File: config.mk
export PLATFORM = sky130hd
export DESIGN_NAME = radial_ramp_disk_generator_flat
export DESIGN_NICKNAME = d
export VERILOG_FILES = /design/src/hw/rtl/rrdg_pkg.sv /design/src/hw/rtl/rrdg_if.sv /design/src/hw/rtl/rrdg_front.sv /design/src/hw/rtl/rrdg_sqrt_cell.sv /design/src/hw/rtl/rrdg_div_cell.sv /design/src/hw/rtl/radial_ramp_disk_generator.sv /design/src/flat_wrapper.sv
export SDC_FILE = /design/constraint.sdc
export NUM_CORES = 2
export LEC_CHECK = 0
export BUFFER_PORTS_ARGS = -buffer_cell sky130_fd_sc_hd__buf_4
export CORE_ASPECT_RATIO = 0.5
export CORE_MARGIN = 4
export CORE_UTILIZATION = 40
export CTS_CLUSTER_DIAMETER = 100
export DETAILED_ROUTE_END_ITERATION = 16
export PLACE_DENSITY = 0.53
export SYNTH_ARGS = -nofsm -noshare
export SYNTH_HDL_FRONTEND = slang
export SYNTH_SLANG_ARGS = --single-unit
File: constraint.sdc
create_clock -name i_clk -period 35.1 [get_ports i_clk]
set_input_delay 3.51 -clock i_clk [delete_from_list [all_inputs] [get_ports i_clk]]
set_output_delay 3.51 -clock i_clk [all_outputs]
set_load 0.01 [all_outputs]
File: src/hw/rtl/rrdg_pkg.sv
// Shared constants, register codes and pipeline sideband type for the radial ramp disk generator.
package rrdg_pkg;

    // Default values for the top-level parameters.
    localparam int COORD_BITS_DEF     = 12;
    localparam int DIST_FRAC_BITS_DEF = 8;
    localparam int OUT_BITS_DEF       = 16;

    // Fixed register widths.
    localparam int ROWS_W     = 13;
    localparam int CTR_W      = 14;
    localparam int RAD_W      = 12;
    localparam int CFG_IDX_W  = 3;
    localparam int CFG_DATA_W = 14;

    // Squared integer distances at or above 2^FAR_BITS are always outside the disk.
    localparam int FAR_BITS = 24;

    // Register reset values.
    localparam logic [ROWS_W-1:0] ROWS_RST = ROWS_W'(4096);
    localparam logic [ROWS_W-1:0] COLS_RST = ROWS_W'(4096);

    // Configuration register indexes.
    typedef enum logic [CFG_IDX_W-1:0] {
        CFG_IMAGE_ROWS  = 3'd0,
        CFG_IMAGE_COLS  = 3'd1,
        CFG_CENTER_X    = 3'd2,
        CFG_CENTER_Y    = 3'd3,
        CFG_DISK_RADIUS = 3'd4
    } t_cfg_idx;

    // Flags that travel with each item down the pipeline.
    typedef struct packed {
        logic in_image;
        logic live;
        logic sat;
    } t_side;

endpackage

File: src/hw/rtl/rrdg_if.sv
// Handshake channel interfaces: configuration writes, pixel requests and results.

interface rrdg_cfg_if;
    logic                            valid;
    logic                            ready;
    logic [rrdg_pkg::CFG_IDX_W-1:0]  index;
    logic [rrdg_pkg::CFG_DATA_W-1:0] data;

    modport source (output valid, output index, output data, input ready);
    modport sink   (input valid, input index, input data, output ready);
endinterface

interface rrdg_pix_if #(
    parameter int COORD_BITS = rrdg_pkg::COORD_BITS_DEF
);
    logic                  valid;
    logic                  ready;
    logic [COORD_BITS-1:0] pixel_x;
    logic [COORD_BITS-1:0] pixel_y;

    modport source (output valid, output pixel_x, output pixel_y, input ready);
    modport sink   (input valid, input pixel_x, input pixel_y, output ready);
endinterface

interface rrdg_res_if #(
    parameter int OUT_BITS = rrdg_pkg::OUT_BITS_DEF
);
    logic                valid;
    logic                ready;
    logic [OUT_BITS-1:0] intensity;
    logic                inside_disk;
    logic                inside_image;

    modport source (output valid, output intensity, output inside_disk, output inside_image,
                    input ready);
    modport sink   (input valid, input intensity, input inside_disk, input inside_image,
                    output ready);
endinterface

File: src/hw/rtl/rrdg_front.sv
// Front stages: offset from the center, image bounds, squares and the sum of squares.
module rrdg_front #(
    parameter int COORD_BITS     = rrdg_pkg::COORD_BITS_DEF,
    parameter int DIST_FRAC_BITS = rrdg_pkg::DIST_FRAC_BITS_DEF
) (
    input  logic                                                i_clk,
    input  logic                                                i_rst_n,
    input  logic                                                i_en,
    input  logic                                                i_valid,
    input  logic [COORD_BITS-1:0]                               i_px,
    input  logic [COORD_BITS-1:0]                               i_py,
    input  logic signed [rrdg_pkg::CTR_W-1:0]                   i_center_x,
    input  logic signed [rrdg_pkg::CTR_W-1:0]                   i_center_y,
    input  logic [rrdg_pkg::ROWS_W-1:0]                         i_rows,
    input  logic [rrdg_pkg::ROWS_W-1:0]                         i_cols,
    input  logic [rrdg_pkg::RAD_W-1:0]                          i_radius,
    output logic                                                o_valid,
    output rrdg_pkg::t_side                                     o_side,
    output logic [rrdg_pkg::FAR_BITS+2*DIST_FRAC_BITS-1:0]      o_rad
);
    import rrdg_pkg::*;

    // Magnitude width covers the widest offset between a pixel and any center.
    localparam int AX_W     = ((COORD_BITS > CTR_W - 1) ? COORD_BITS : CTR_W - 1) + 1;
    localparam int DX_W     = AX_W + 1;
    localparam int SQ_W     = 2 * AX_W;
    localparam int SUM_W    = SQ_W + 1;
    localparam int RAD_IN_W = FAR_BITS + 2 * DIST_FRAC_BITS;

    logic signed [DX_W-1:0] w_pxe, w_pye, w_cxe, w_cye, w_dx, w_dy;
    logic [AX_W-1:0]        w_ax, w_ay;
    t_side                  w_side1;
    logic [SUM_W-1:0]       w_sum;
    logic                   w_far;

    logic            r1_valid, r2_valid, r3_valid;
    t_side           r1_side, r2_side, r3_side;
    logic [AX_W-1:0] r1_ax, r1_ay;
    logic [SQ_W-1:0] r2_sqx, r2_sqy;
    logic [RAD_IN_W-1:0] r3_rad;

    // Signed offsets, their magnitudes and the image bounds check.
    always_comb begin
        w_pxe = $signed({{(DX_W-COORD_BITS){1'b0}}, i_px});
        w_pye = $signed({{(DX_W-COORD_BITS){1'b0}}, i_py});
        w_cxe = DX_W'(i_center_x);
        w_cye = DX_W'(i_center_y);
        w_dx  = w_pxe - w_cxe;
        w_dy  = w_pye - w_cye;
        w_ax  = w_dx[DX_W-1] ? AX_W'(-w_dx) : AX_W'(w_dx);
        w_ay  = w_dy[DX_W-1] ? AX_W'(-w_dy) : AX_W'(w_dy);
        w_side1.in_image = (AX_W'(i_px) < AX_W'(i_cols)) && (AX_W'(i_py) < AX_W'(i_rows));
        w_side1.live     = w_side1.in_image && (i_radius != '0);
        w_side1.sat      = 1'b0;
    end

    // Sum of squares; far pixels are dropped from the disk.
    always_comb begin
        w_sum = SUM_W'(r2_sqx) + SUM_W'(r2_sqy);
        w_far = |w_sum[SUM_W-1:FAR_BITS];
    end

    // Valid bits of the three stages.
    always_ff @(posedge i_clk) begin
        if (!i_rst_n) begin
            r1_valid <= 1'b0;
            r2_valid <= 1'b0;
            r3_valid <= 1'b0;
        end else if (i_en) begin
            r1_valid <= i_valid;
            r2_valid <= r1_valid;
            r3_valid <= r2_valid;
        end
    end

    // Payload of the three stages.
    always_ff @(posedge i_clk) begin
        if (i_en) begin
            r1_side <= w_side1;
            r1_ax   <= w_ax;
            r1_ay   <= w_ay;
            r2_side <= r1_side;
            r2_sqx  <= r1_ax * r1_ax;
            r2_sqy  <= r1_ay * r1_ay;
            r3_side <= '{in_image: r2_side.in_image, live: r2_side.live && !w_far, sat: 1'b0};
            r3_rad  <= RAD_IN_W'(w_sum[FAR_BITS-1:0]) << (2 * DIST_FRAC_BITS);
        end
    end

    assign o_valid = r3_valid;
    assign o_side  = r3_side;
    assign o_rad   = r3_rad;

endmodule

File: src/hw/rtl/rrdg_sqrt_cell.sv
// One cell of the square root row: settles one root bit from two radicand bits.
module rrdg_sqrt_cell #(
    parameter int ROOT_W = rrdg_pkg::FAR_BITS / 2 + rrdg_pkg::DIST_FRAC_BITS_DEF
) (
    input  logic                  i_clk,
    input  logic                  i_rst_n,
    input  logic                  i_en,
    input  logic                  i_valid,
    input  rrdg_pkg::t_side       i_side,
    input  logic [2*ROOT_W-1:0]   i_rad,
    input  logic [ROOT_W+1:0]     i_rem,
    input  logic [ROOT_W-1:0]     i_root,
    output logic                  o_valid,
    output rrdg_pkg::t_side       o_side,
    output logic [2*ROOT_W-1:0]   o_rad,
    output logic [ROOT_W+1:0]     o_rem,
    output logic [ROOT_W-1:0]     o_root
);
    import rrdg_pkg::*;

    logic [ROOT_W+1:0] w_rem2, w_trial;
    logic              w_ge;

    // Bring down the next two radicand bits and try the root bit as one.
    always_comb begin
        w_rem2  = {i_rem[ROOT_W-1:0], i_rad[2*ROOT_W-1 -: 2]};
        w_trial = {i_root, 2'b01};
        w_ge    = (w_rem2 >= w_trial);
    end

    always_ff @(posedge i_clk) begin
        if (!i_rst_n) begin
            o_valid <= 1'b0;
        end else if (i_en) begin
            o_valid <= i_valid;
        end
    end

    always_ff @(posedge i_clk) begin
        if (i_en) begin
            o_side <= i_side;
            o_rad  <= i_rad << 2;
            o_rem  <= w_ge ? (w_rem2 - w_trial) : w_rem2;
            o_root <= {i_root[ROOT_W-2:0], w_ge};
        end
    end

endmodule

File: src/hw/rtl/rrdg_div_cell.sv
// One cell of the divider row: settles one quotient bit by shift, compare and subtract.
module rrdg_div_cell #(
    parameter int ROOT_W   = rrdg_pkg::FAR_BITS / 2 + rrdg_pkg::DIST_FRAC_BITS_DEF,
    parameter int OUT_BITS = rrdg_pkg::OUT_BITS_DEF
) (
    input  logic                  i_clk,
    input  logic                  i_rst_n,
    input  logic                  i_en,
    input  logic [ROOT_W-1:0]     i_divisor,
    input  logic                  i_valid,
    input  rrdg_pkg::t_side       i_side,
    input  logic [ROOT_W-1:0]     i_rem,
    input  logic [OUT_BITS-1:0]   i_quo,
    output logic                  o_valid,
    output rrdg_pkg::t_side       o_side,
    output logic [ROOT_W-1:0]     o_rem,
    output logic [OUT_BITS-1:0]   o_quo
);
    import rrdg_pkg::*;

    logic [ROOT_W:0] w_rem2, w_diff;
    logic            w_ge;

    // Double the partial remainder and subtract the divisor when it fits.
    always_comb begin
        w_rem2 = {i_rem, 1'b0};
        w_diff = w_rem2 - {1'b0, i_divisor};
        w_ge   = (w_rem2 >= {1'b0, i_divisor});
    end

    always_ff @(posedge i_clk) begin
        if (!i_rst_n) begin
            o_valid <= 1'b0;
        end else if (i_en) begin
            o_valid <= i_valid;
        end
    end

    always_ff @(posedge i_clk) begin
        if (i_en) begin
            o_side <= i_side;
            o_rem  <= w_ge ? w_diff[ROOT_W-1:0] : w_rem2[ROOT_W-1:0];
            o_quo  <= {i_quo[OUT_BITS-2:0], w_ge};
        end
    end

endmodule

File: src/hw/rtl/radial_ramp_disk_generator.sv
// Top level of the radial ramp disk generator: registers, cell rows and output skid buffer.
//
//  Channel  Direction  Payload                                  Role
//  i_cfg    in         index, data                              register writes
//  i_pix    in         pixel_x, pixel_y                         pixel requests
//  o_res    out        intensity, inside_disk, inside_image     one result per request
//
//  Throughput is one pixel per clock while i_pix.ready is high. The square root row has one
//  cell per root bit (ROOT_W = 12 + DIST_FRAC_BITS); the divider row has one cell per
//  quotient bit. Reset clears all pipeline valid bits and loads the register defaults.
//  A two-entry skid buffer holds results; i_pix.ready drops only while its second entry is
//  full, and then the whole pipeline holds. Configuration writes are always taken.
module radial_ramp_disk_generator #(
    parameter int COORD_BITS     = rrdg_pkg::COORD_BITS_DEF,
    parameter int DIST_FRAC_BITS = rrdg_pkg::DIST_FRAC_BITS_DEF,
    parameter int OUT_BITS       = rrdg_pkg::OUT_BITS_DEF
) (
    input  logic         i_clk,
    input  logic         i_rst_n,
    rrdg_cfg_if.sink     i_cfg,
    rrdg_pix_if.sink     i_pix,
    rrdg_res_if.source   o_res
);
    import rrdg_pkg::*;

    localparam int ROOT_W = FAR_BITS / 2 + DIST_FRAC_BITS;

    typedef struct packed {
        logic [OUT_BITS-1:0] intensity;
        logic                inside_disk;
        logic                inside_image;
    } t_res;

    // Configuration registers.
    logic [ROWS_W-1:0]       r_rows, r_cols;
    logic signed [CTR_W-1:0] r_center_x, r_center_y;
    logic [RAD_W-1:0]        r_radius;

    logic w_en;

    // Chain wiring between cells.
    logic                w_sq_valid [0:ROOT_W];
    t_side               w_sq_side  [0:ROOT_W];
    logic [2*ROOT_W-1:0] w_sq_rad   [0:ROOT_W];
    logic [ROOT_W+1:0]   w_sq_rem   [0:ROOT_W];
    logic [ROOT_W-1:0]   w_sq_root  [0:ROOT_W];

    logic                w_dv_valid [0:OUT_BITS];
    t_side               w_dv_side  [0:OUT_BITS];
    logic [ROOT_W-1:0]   w_dv_rem   [0:OUT_BITS];
    logic [OUT_BITS-1:0] w_dv_quo   [0:OUT_BITS];

    logic [ROOT_W-1:0] w_rfix, w_d;
    logic              r_rp_valid;
    t_side             r_rp_side;
    logic [ROOT_W-1:0] r_rp_rem;

    t_res w_up;
    logic w_up_xfer;
    logic r_main_valid, r_skid_valid;
    t_res r_main, r_skid;

    // Register writes; unknown indexes are ignored.
    assign i_cfg.ready = 1'b1;

    always_ff @(posedge i_clk) begin
        if (!i_rst_n) begin
            r_rows     <= ROWS_RST;
            r_cols     <= COLS_RST;
            r_center_x <= '0;
            r_center_y <= '0;
            r_radius   <= '0;
        end else if (i_cfg.valid) begin
            unique case (i_cfg.index)
                CFG_IMAGE_ROWS:  r_rows     <= i_cfg.data[ROWS_W-1:0];
                CFG_IMAGE_COLS:  r_cols     <= i_cfg.data[ROWS_W-1:0];
                CFG_CENTER_X:    r_center_x <= $signed(i_cfg.data[CTR_W-1:0]);
                CFG_CENTER_Y:    r_center_y <= $signed(i_cfg.data[CTR_W-1:0]);
                CFG_DISK_RADIUS: r_radius   <= i_cfg.data[RAD_W-1:0];
                default: ;
            endcase
        end
    end

    // The pipeline moves whenever the skid entry is free.
    assign w_en        = !r_skid_valid;
    assign i_pix.ready = w_en;

    rrdg_front #(
        .COORD_BITS     (COORD_BITS),
        .DIST_FRAC_BITS (DIST_FRAC_BITS)
    ) u_front (
        .i_clk      (i_clk),
        .i_rst_n    (i_rst_n),
        .i_en       (w_en),
        .i_valid    (i_pix.valid),
        .i_px       (i_pix.pixel_x),
        .i_py       (i_pix.pixel_y),
        .i_center_x (r_center_x),
        .i_center_y (r_center_y),
        .i_rows     (r_rows),
        .i_cols     (r_cols),
        .i_radius   (r_radius),
        .o_valid    (w_sq_valid[0]),
        .o_side     (w_sq_side[0]),
        .o_rad      (w_sq_rad[0])
    );

    assign w_sq_rem[0]  = '0;
    assign w_sq_root[0] = '0;

    // Square root row: one root bit per cell, most significant first.
    for (genvar g = 0; g < ROOT_W; g++) begin : g_sqrt
        rrdg_sqrt_cell #(
            .ROOT_W (ROOT_W)
        ) u_cell (
            .i_clk   (i_clk),
            .i_rst_n (i_rst_n),
            .i_en    (w_en),
            .i_valid (w_sq_valid[g]),
            .i_side  (w_sq_side[g]),
            .i_rad   (w_sq_rad[g]),
            .i_rem   (w_sq_rem[g]),
            .i_root  (w_sq_root[g]),
            .o_valid (w_sq_valid[g+1]),
            .o_side  (w_sq_side[g+1]),
            .o_rad   (w_sq_rad[g+1]),
            .o_rem   (w_sq_rem[g+1]),
            .o_root  (w_sq_root[g+1])
        );
    end

    // Rim check, center saturation and the ramp numerator.
    assign w_d    = w_sq_root[ROOT_W];
    assign w_rfix = ROOT_W'(r_radius) << DIST_FRAC_BITS;

    always_ff @(posedge i_clk) begin
        if (!i_rst_n) begin
            r_rp_valid <= 1'b0;
        end else if (w_en) begin
            r_rp_valid <= w_sq_valid[ROOT_W];
        end
    end

    always_ff @(posedge i_clk) begin
        if (w_en) begin
            r_rp_side.in_image <= w_sq_side[ROOT_W].in_image;
            r_rp_side.live     <= w_sq_side[ROOT_W].live && (w_d <= w_rfix);
            r_rp_side.sat      <= (w_d == '0);
            r_rp_rem           <= w_rfix - w_d;
        end
    end

    assign w_dv_valid[0] = r_rp_valid;
    assign w_dv_side[0]  = r_rp_side;
    assign w_dv_rem[0]   = r_rp_rem;
    assign w_dv_quo[0]   = '0;

    // Divider row: one quotient bit per cell.
    for (genvar g = 0; g < OUT_BITS; g++) begin : g_div
        rrdg_div_cell #(
            .ROOT_W   (ROOT_W),
            .OUT_BITS (OUT_BITS)
        ) u_cell (
            .i_clk     (i_clk),
            .i_rst_n   (i_rst_n),
            .i_en      (w_en),
            .i_divisor (w_rfix),
            .i_valid   (w_dv_valid[g]),
            .i_side    (w_dv_side[g]),
            .i_rem     (w_dv_rem[g]),
            .i_quo     (w_dv_quo[g]),
            .o_valid   (w_dv_valid[g+1]),
            .o_side    (w_dv_side[g+1]),
            .o_rem     (w_dv_rem[g+1]),
            .o_quo     (w_dv_quo[g+1])
        );
    end

    // Final result: zero outside the disk, full scale at the center.
    always_comb begin
        w_up.inside_image = w_dv_side[OUT_BITS].in_image;
        w_up.inside_disk  = w_dv_side[OUT_BITS].live;
        if (!w_dv_side[OUT_BITS].live) begin
            w_up.intensity = '0;
        end else if (w_dv_side[OUT_BITS].sat) begin
            w_up.intensity = '1;
        end else begin
            w_up.intensity = w_dv_quo[OUT_BITS];
        end
    end

    assign w_up_xfer = w_dv_valid[OUT_BITS] && w_en;

    // Output register with a skid entry behind it.
    always_ff @(posedge i_clk) begin
        if (!i_rst_n) begin
            r_main_valid <= 1'b0;
            r_skid_valid <= 1'b0;
        end else if (r_main_valid && !o_res.ready) begin
            if (w_up_xfer) begin
                r_skid_valid <= 1'b1;
            end
        end else if (r_skid_valid) begin
            r_main_valid <= 1'b1;
            r_skid_valid <= 1'b0;
        end else begin
            r_main_valid <= w_up_xfer;
        end
    end

    always_ff @(posedge i_clk) begin
        if (r_main_valid && !o_res.ready) begin
            if (w_up_xfer) begin
                r_skid <= w_up;
            end
        end else if (r_skid_valid) begin
            r_main <= r_skid;
        end else begin
            r_main <= w_up;
        end
    end

    assign o_res.valid        = r_main_valid;
    assign o_res.intensity    = r_main.intensity;
    assign o_res.inside_disk  = r_main.inside_disk;
    assign o_res.inside_image = r_main.inside_image;

endmodule

File: src/flat_wrapper.sv
// flat-port wrapper written by rule: the top's interface ports become plain ports
module radial_ramp_disk_generator_flat import rrdg_pkg::*;
#(
    parameter int COORD_BITS     = rrdg_pkg::COORD_BITS_DEF,
    parameter int DIST_FRAC_BITS = rrdg_pkg::DIST_FRAC_BITS_DEF,
    parameter int OUT_BITS       = rrdg_pkg::OUT_BITS_DEF
)
  (i_clk, i_rst_n, i_cfg_valid, i_cfg_index, i_cfg_data, i_cfg_ready, i_pix_valid, i_pix_pixel_x, i_pix_pixel_y, i_pix_ready, o_res_valid, o_res_intensity, o_res_inside_disk, o_res_inside_image, o_res_ready);
  rrdg_cfg_if i_cfg_i ();
  rrdg_pix_if #(.COORD_BITS(COORD_BITS)) i_pix_i ();
  rrdg_res_if #(.OUT_BITS(OUT_BITS)) o_res_i ();
  input  logic i_clk;
  input  logic i_rst_n;
  input wire logic [$bits(i_cfg_i.valid)-1:0] i_cfg_valid;
  input wire logic [$bits(i_cfg_i.index)-1:0] i_cfg_index;
  input wire logic [$bits(i_cfg_i.data)-1:0] i_cfg_data;
  output wire logic [$bits(i_cfg_i.ready)-1:0] i_cfg_ready;
  input wire logic [$bits(i_pix_i.valid)-1:0] i_pix_valid;
  input wire logic [$bits(i_pix_i.pixel_x)-1:0] i_pix_pixel_x;
  input wire logic [$bits(i_pix_i.pixel_y)-1:0] i_pix_pixel_y;
  output wire logic [$bits(i_pix_i.ready)-1:0] i_pix_ready;
  output wire logic [$bits(o_res_i.valid)-1:0] o_res_valid;
  output wire logic [$bits(o_res_i.intensity)-1:0] o_res_intensity;
  output wire logic [$bits(o_res_i.inside_disk)-1:0] o_res_inside_disk;
  output wire logic [$bits(o_res_i.inside_image)-1:0] o_res_inside_image;
  input wire logic [$bits(o_res_i.ready)-1:0] o_res_ready;
  assign i_cfg_i.valid = i_cfg_valid;
  assign i_cfg_i.index = i_cfg_index;
  assign i_cfg_i.data = i_cfg_data;
  assign i_cfg_ready = i_cfg_i.ready;
  assign i_pix_i.valid = i_pix_valid;
  assign i_pix_i.pixel_x = i_pix_pixel_x;
  assign i_pix_i.pixel_y = i_pix_pixel_y;
  assign i_pix_ready = i_pix_i.ready;
  assign o_res_valid = o_res_i.valid;
  assign o_res_intensity = o_res_i.intensity;
  assign o_res_inside_disk = o_res_i.inside_disk;
  assign o_res_inside_image = o_res_i.inside_image;
  assign o_res_i.ready = o_res_ready;
  radial_ramp_disk_generator #(.COORD_BITS(COORD_BITS), .DIST_FRAC_BITS(DIST_FRAC_BITS), .OUT_BITS(OUT_BITS)) u_core (.i_clk(i_clk), .i_rst_n(i_rst_n), .i_cfg(i_cfg_i), .i_pix(i_pix_i), .o_res(o_res_i));
endmodule
-- Yosys cells after proc, flatten, opt, wreduce, memory -nomap -nowiden
Cells that the tools add are included.
Widths: inputs -> output; s select.
- word-level logic and storage cells: 405
- register bits: 1510
- reduce and logical (&&, ||, !) cells: 20
- $add $sub $neg: 40
- muxes and demuxes: 40
- multiply operators: 2
- equality and inequality tests: 4
- $lt $le $gt $ge: 39
- operators by type and width (operator ; count):
    $mux 20 ; 33
    $sub 20x20->20 ; 17
    $ge 21x20->1 ; 16
    $mul 14x14->28 ; 2
    $mux 16 ; 2
    $sub 13x14->15 ; 2
    $add 28x28->29 ; 1
    $mux 14 ; 2
    $neg 14->14 ; 2
    $lt 12x13->1 ; 2
    $ge 22x10->1 ; 1
    $ge 22x11->1 ; 1
    $ge 22x12->1 ; 1
    $ge 22x13->1 ; 1
    $ge 22x14->1 ; 1
    $ge 22x15->1 ; 1
    $ge 22x16->1 ; 1
    $ge 22x17->1 ; 1
    $ge 22x18->1 ; 1
    $ge 22x19->1 ; 1
    $ge 22x20->1 ; 1
    $ge 22x21->1 ; 1
    $ge 22x3->1 ; 1
    $ge 22x4->1 ; 1
    38 further kinds ; 52

-- Depth between registers and ports, before layout
- depth in word-level cells: 4
- gate-level depth with buffers: 25
- depth with buffers taken out: 24

-- By module
Synthesis repeated with hierarchy kept, for this count alone.
- cells, all modules: 13023
- area total of the unflattened synthesis: 150514.4 um^2
- modules (own cells, without submodules) (module ; cells an instance ; seq. area each (um^2) ; area each (um^2) ; times used):
    rrdg_sqrt_cell at u_core.g_sqrt[12].u_cell ... ; 331 ; 2512.4 ; 4219.0 ; 17
    rrdg_div_cell at u_core.g_div[0].u_cell ... ; 249 ; 1191.1 ; 2681.3 ; 15
    rrdg_front ; 1897 ; 3423.3 ; 18117.4 ; 1
    rrdg_sqrt_cell at u_core.g_sqrt[0].u_cell ... ; 321 ; 2512.4 ; 4068.9 ; 3
    radial_ramp_disk_generator ; 553 ; 3153.0 ; 5482.8 ; 1
    rrdg_div_cell at u_core.g_div[2].u_cell ; 248 ; 1191.1 ; 2763.9 ; 1

-- Least setup slack after synthesis
Ideal clock, no wire load.
- path type: reg2out
- start point: register u_core.r_skid_valid
- end point: output port i_pix_ready
- stages on the path, launching flop included: 4
- buffers on the path: 2
- data arrival time: 34646 ps
- slack: -3056 ps
- cell sequence: dfxtp_1 > clkbuf_1 > clkinv_1 > clkbuf_1
- longest elaborated chain between the ends: 1
- ends and longest elaborated chain (element ; line ; RTL):
    start, declared ; radial_ramp_disk_generator.sv:60 ; logic r_main_valid, r_skid_valid;
    start signal, assigned ; radial_ramp_disk_generator.sv:199 ; r_skid_valid <= 1'b0;
    start signal, assigned ; radial_ramp_disk_generator.sv:202 ; r_skid_valid <= 1'b1;
    start signal, assigned ; radial_ramp_disk_generator.sv:206 ; r_skid_valid <= 1'b0;
    $logic_not 1->1 ; radial_ramp_disk_generator.sv:86 ; assign w_en = !r_skid_valid;
    end, declared ; flat_wrapper.sv:21 ; output wire logic [$bits(i_pix_i.ready)-1:0] i_pix_ready;
No other way between the ends.

-- Worst setup path after layout
- start point: register u_core.u_front.r1_ay[2]
- end point: register u_core.u_front.r2_sqy[26], data pin
- longest elaborated chain between the ends: 1
- ends and longest elaborated chain (element ; line ; RTL):
    start, declared ; rrdg_front.sv:38 ; logic [AX_W-1:0] r1_ax, r1_ay;
    start signal, assigned ; rrdg_front.sv:81 ; r1_ay <= w_ay;
    $mul 14x14->28 ; rrdg_front.sv:84 ; r2_sqy <= r1_ay * r1_ay;
    end signal, assigned ; rrdg_front.sv:84 ;
    end, declared ; rrdg_front.sv:39 ; logic [SQ_W-1:0] r2_sqx, r2_sqy;
No other way between the ends.
A chain may end at the register's enable or synchronous reset.

==> results.py <==
metrics = {
    "yosys": {
        "synthArstFlopShare_pct": 0,
        "synth.top_cell.area_share_pct": 47.3,
        "synth_warnings": 0,
        "yosys-top-cells-area": "edfxtp_1 47%, ha_1 10%, fa_1 6.2%",
        "yosysSeqAreaShare_pct": 50.0,
        "synthesis.nets": 8177,
        "yosys.area.top_type": "edfxtp_1",
        "syn_inst": 7201,
        "synthFlopType": "edfxtp_1",
        "synth_cell_type_count": 96,
        "synth-seq-cells": 1403,
        "syn_area_um2": 82200,
        "synth_edf_count": 1295,
        "synth.avg_cell_area_um2": 11.4,
    },
    "worst_setup_path": {
        "crit_path_end_kind": "flip-flop",
        "slowest_delay_ns": 0.78,
        "rr_worst_depth": 21,
        "worstSetupPathDepth": 21,
        "start_kind": "flip-flop",
        "required_ns": 35.62,
        "timing.rr.start": "u_core.u_front.r1_ay[2]",
        "path_class": "flip-flop to flip-flop",
        "crit_top_cell": "fa_1",
        "rrSetupSlack_ns": 28.13,
        "worst_path_max_delay_cell": "a2111oi_0",
        "path_cells": "nand2_1 -> fa_1 -> fa_1 -> inv_1 -> fa_1 -> inv_1 -> fa_1 -> inv_1 -> fa_1 -> inv_1 -> fa_1 -> inv_1 -> ha_1 -> or4_1 -> a2111oi_0 -> o31ai_1 -> nand2_1 -> a211oi_1 -> nor2_1 -> a211oi_1 -> xor2_1",
        "cp_max_fo": 16,
        "crit_path_end": "u_core.u_front.r2_sqy[26]",
        "worstPathBufferInverterCount": 5,
        "arrival_ns": 7.48,
        "crit_path_start": "u_core.u_front.r1_ay[2]",
        "cp_top_family": "adder cells",
        "r2r-end": "u_core.u_front.r2_sqy[26]",
    },
    "die": {
        "die_area_um2": 213000,
        "die_h_um": 328,
        "die_w_um": 649,
        "start_util_pct": 40.3,
        "core_area_um2": 204000,
        "num_io_pins": 67,
        "fp-row-count": 117,
    },
    "timing": {
        "finalClockSkew_ns": 0.0372,
        "setup_violations": 0,
        "setup_ws_ns": 28.13,
        "slew_viol_final": 0,
        "totalNegativeSetupSlack_ns": 0,
        "min_period_ns": 6.97,
        "max_freq_mhz": 144,
        "worst_pin_slew_ns": 1.07,
        "rsz0062_at_grt": "false",
        "relSlewSlack_pct": 28.5,
        "finalHoldViolCount": 0,
        "holdWs_ns": 0.388,
        "post-route-period-util_pct": 19.8,
    },
    "run_status": {
        "status": "completed",
    },
    "cts": {
        "ctsRootBufferMaster": "clkbuf_16",
        "clkLatencyLatePin_ns": 0.78,
        "cts.repair.resized": 0,
        "ctsHoldBuffers": 0,
        "cts_made_buffers": 147,
        "cts-htree-levels": 4,
        "cts_tree": "built",
        "clock_path_buffers": 4,
        "post_cts.repair.setup_buffers": 0,
        "clkTransAtPathRegs_ns": 0.06,
        "cts_sinks": 1403,
    },
    "routing": {
        "ant_nets": 0,
        "wl_per_cell_um": 17.0,
        "drc": 0,
        "firstDrtPassIters": 5,
        "drt-vias-per-instance": 5.03,
        "finalWirelength_mm": 173,
        "drt_iter0_drc": 3041,
        "vias": 51100,
    },
    "grt": {
        "overflow": 0,
        "grt_pass1_wl_mm": 277,
        "grt_max_degree": 166,
        "grt_pass1_vias": 50900,
        "globalRouteTotalUtil_pct": 16.2,
        "antenna_found_initial": 7,
    },
    "final_layout": {
        "drive_gt1_share_pct": 7.14,
        "final.fill_count": 19100,
        "areaGrowthSynthToFinish_pct": 10.2,
        "fin_nets": 8296,
    },
    "worst_hold_path": {
        "hold_path_class": "flip-flop to flip-flop",
    },
    "place": {
        "port_buffers": 65,
        "place.gp.congestion": 0.817,
        "place_hpwl_mm": 126,
        "dpl_worst_slack_ns": 28.14,
    },
    "flow_run": {
        "cap_violations": 0,
    },
}
area by class of cell:
cell class | count | area, um2 | share of cell area, %
Multi-Input combinational cell | 4789 | 37300 | 41.2
Antenna cell | 5 | 12.5 | 0.0138
Tap cell | 2737 | 3420 | 3.78
Clock inverter | 59 | 599 | 0.662
Sequential cell | 1403 | 41100 | 45.3
Clock buffer | 191 | 4020 | 4.44
Inverter | 865 | 3250 | 3.59
Timing Repair Buffer | 114 | 881 | 0.973
worst min path at each step:
| stage | depth (start not counted) | endpoint | start |
|---|---|---|---|
| 6_report | 0 | u_core.g_sqrt[19].u_cell.o_side[2] | u_core.g_sqrt[18].u_cell.o_side[2] |
| 2_1_floorplan | 0 | u_core.g_div[0].u_cell.o_side[0] | u_core.r_rp_side[0] |
| 3_5_place_dp | 0 | u_core.g_div[10].u_cell.o_quo[3] | u_core.g_div[9].u_cell.o_quo[2] |
| 4_1_cts | 0 | u_core.g_sqrt[19].u_cell.o_side[2] | u_core.g_sqrt[18].u_cell.o_side[2] |
| 3_3_place_gp | 0 | u_core.g_div[9].u_cell.o_quo[8] | u_core.g_div[8].u_cell.o_quo[7] |
| 5_1_grt | 0 | u_core.g_sqrt[19].u_cell.o_side[2] | u_core.g_sqrt[18].u_cell.o_side[2] |
registers in the layout, indices dropped and copies added (netlist names), 18 cells and up:
name and count:
u_core.g_sqrt.u_cell.o_rad 132, u_core.g_div.u_cell.o_rem 208, u_core.g_div.u_cell.o_quo 136, u_core.g_sqrt.u_cell.o_rem 350
u_core.r_skid 18, u_core.u_front.r2_sqy 27, u_core.u_front.o_rad 24, u_core.g_sqrt.u_cell.o_side 40
u_core.g_sqrt.u_cell.o_root 210, u_core.u_front.r2_sqx 27, u_core.g_sqrt.u_cell.o_valid 20, u_core.r_rp_rem 20
u_core.g_div.u_cell.o_side 48
worst register-to-register path, cell delays in order (launching register included):
cell and delay, ns:
edfxtp_1 0.76, nand2_1 0.17, fa_1 0.54, fa_1 0.52
inv_1 0.05, fa_1 0.49, inv_1 0.05, fa_1 0.47
inv_1 0.05, fa_1 0.52, inv_1 0.05, fa_1 0.52
inv_1 0.05, ha_1 0.24, or4_1 0.49, a2111oi_0 0.78
o31ai_1 0.26, nand2_1 0.21, a211oi_1 0.12, nor2_1 0.13
a211oi_1 0.09, xor2_1 0.14
cell usage in the layout, fill, tap and decap left out, types with 182 or more instances in the layout:
master	Yosys	final
edfxtp_1	1295	1295
inv_1	863	863
nand2_1	705	705
ha_1	676	676
nor2_1	381	381
a21oi_1	322	322
xnor2_1	283	283
o21ai_0	287	283
fa_1	254	254
xor2_1	182	182
stage by stage:
step	util [%]	instances	instance area [um2]
3_5_place_dp	42.2	9908	85900
5_1_grt	44.4	10200	90500
6_report	44.4	10200	90600
4_1_cts	44.4	10200	90500
2_1_floorplan	-	7201	82200
3_3_place_gp	42.2	9908	85900
cells in the mapped netlist (112+ instances only):
cell / instances
ha_1: 676
xnor2_1: 283
a21oi_1: 322
fa_1: 254
edfxtp_1: 1295
o21ai_0: 287
inv_1: 863
a21o_1: 132
a21boi_0: 113
nor3_1: 151
nand2_1: 705
nor2_1: 381
xor2_1: 182
nor2b_1: 115
clkbuf_1: 112
mux2_2: 130
routing by layer:
layer  routed length, um  GRT usage (%)  up-vias
met1               79500           21.4    24500
met4                4560           4.53        2
met3                5660           2.32      246
li1                    -              -    25700
met5                   7              0        -
met2               83000           27.7      661
cell families (layout without fill, tap and decap cells):
family | Yosys count | in the layout | synth area share, %
and+or+nand+nor | 1933 | 1933 | 11.3
DFF | 1403 | 1403 | 50.0
AOI/OAI and AO/OA | 1255 | 1255 | 9.92
buffers and inverters | 1009 | 1229 | 4.66
adders and majority gates | 930 | 930 | 16.5
xor gates and xnor gates | 465 | 465 | 4.96
muxes | 204 | 204 | 2.69
other | 2 | 7 | 0.00914
Power is not shown: default switching activity piles up to over one toggle a cycle in this logic, so the estimate is an artifact.
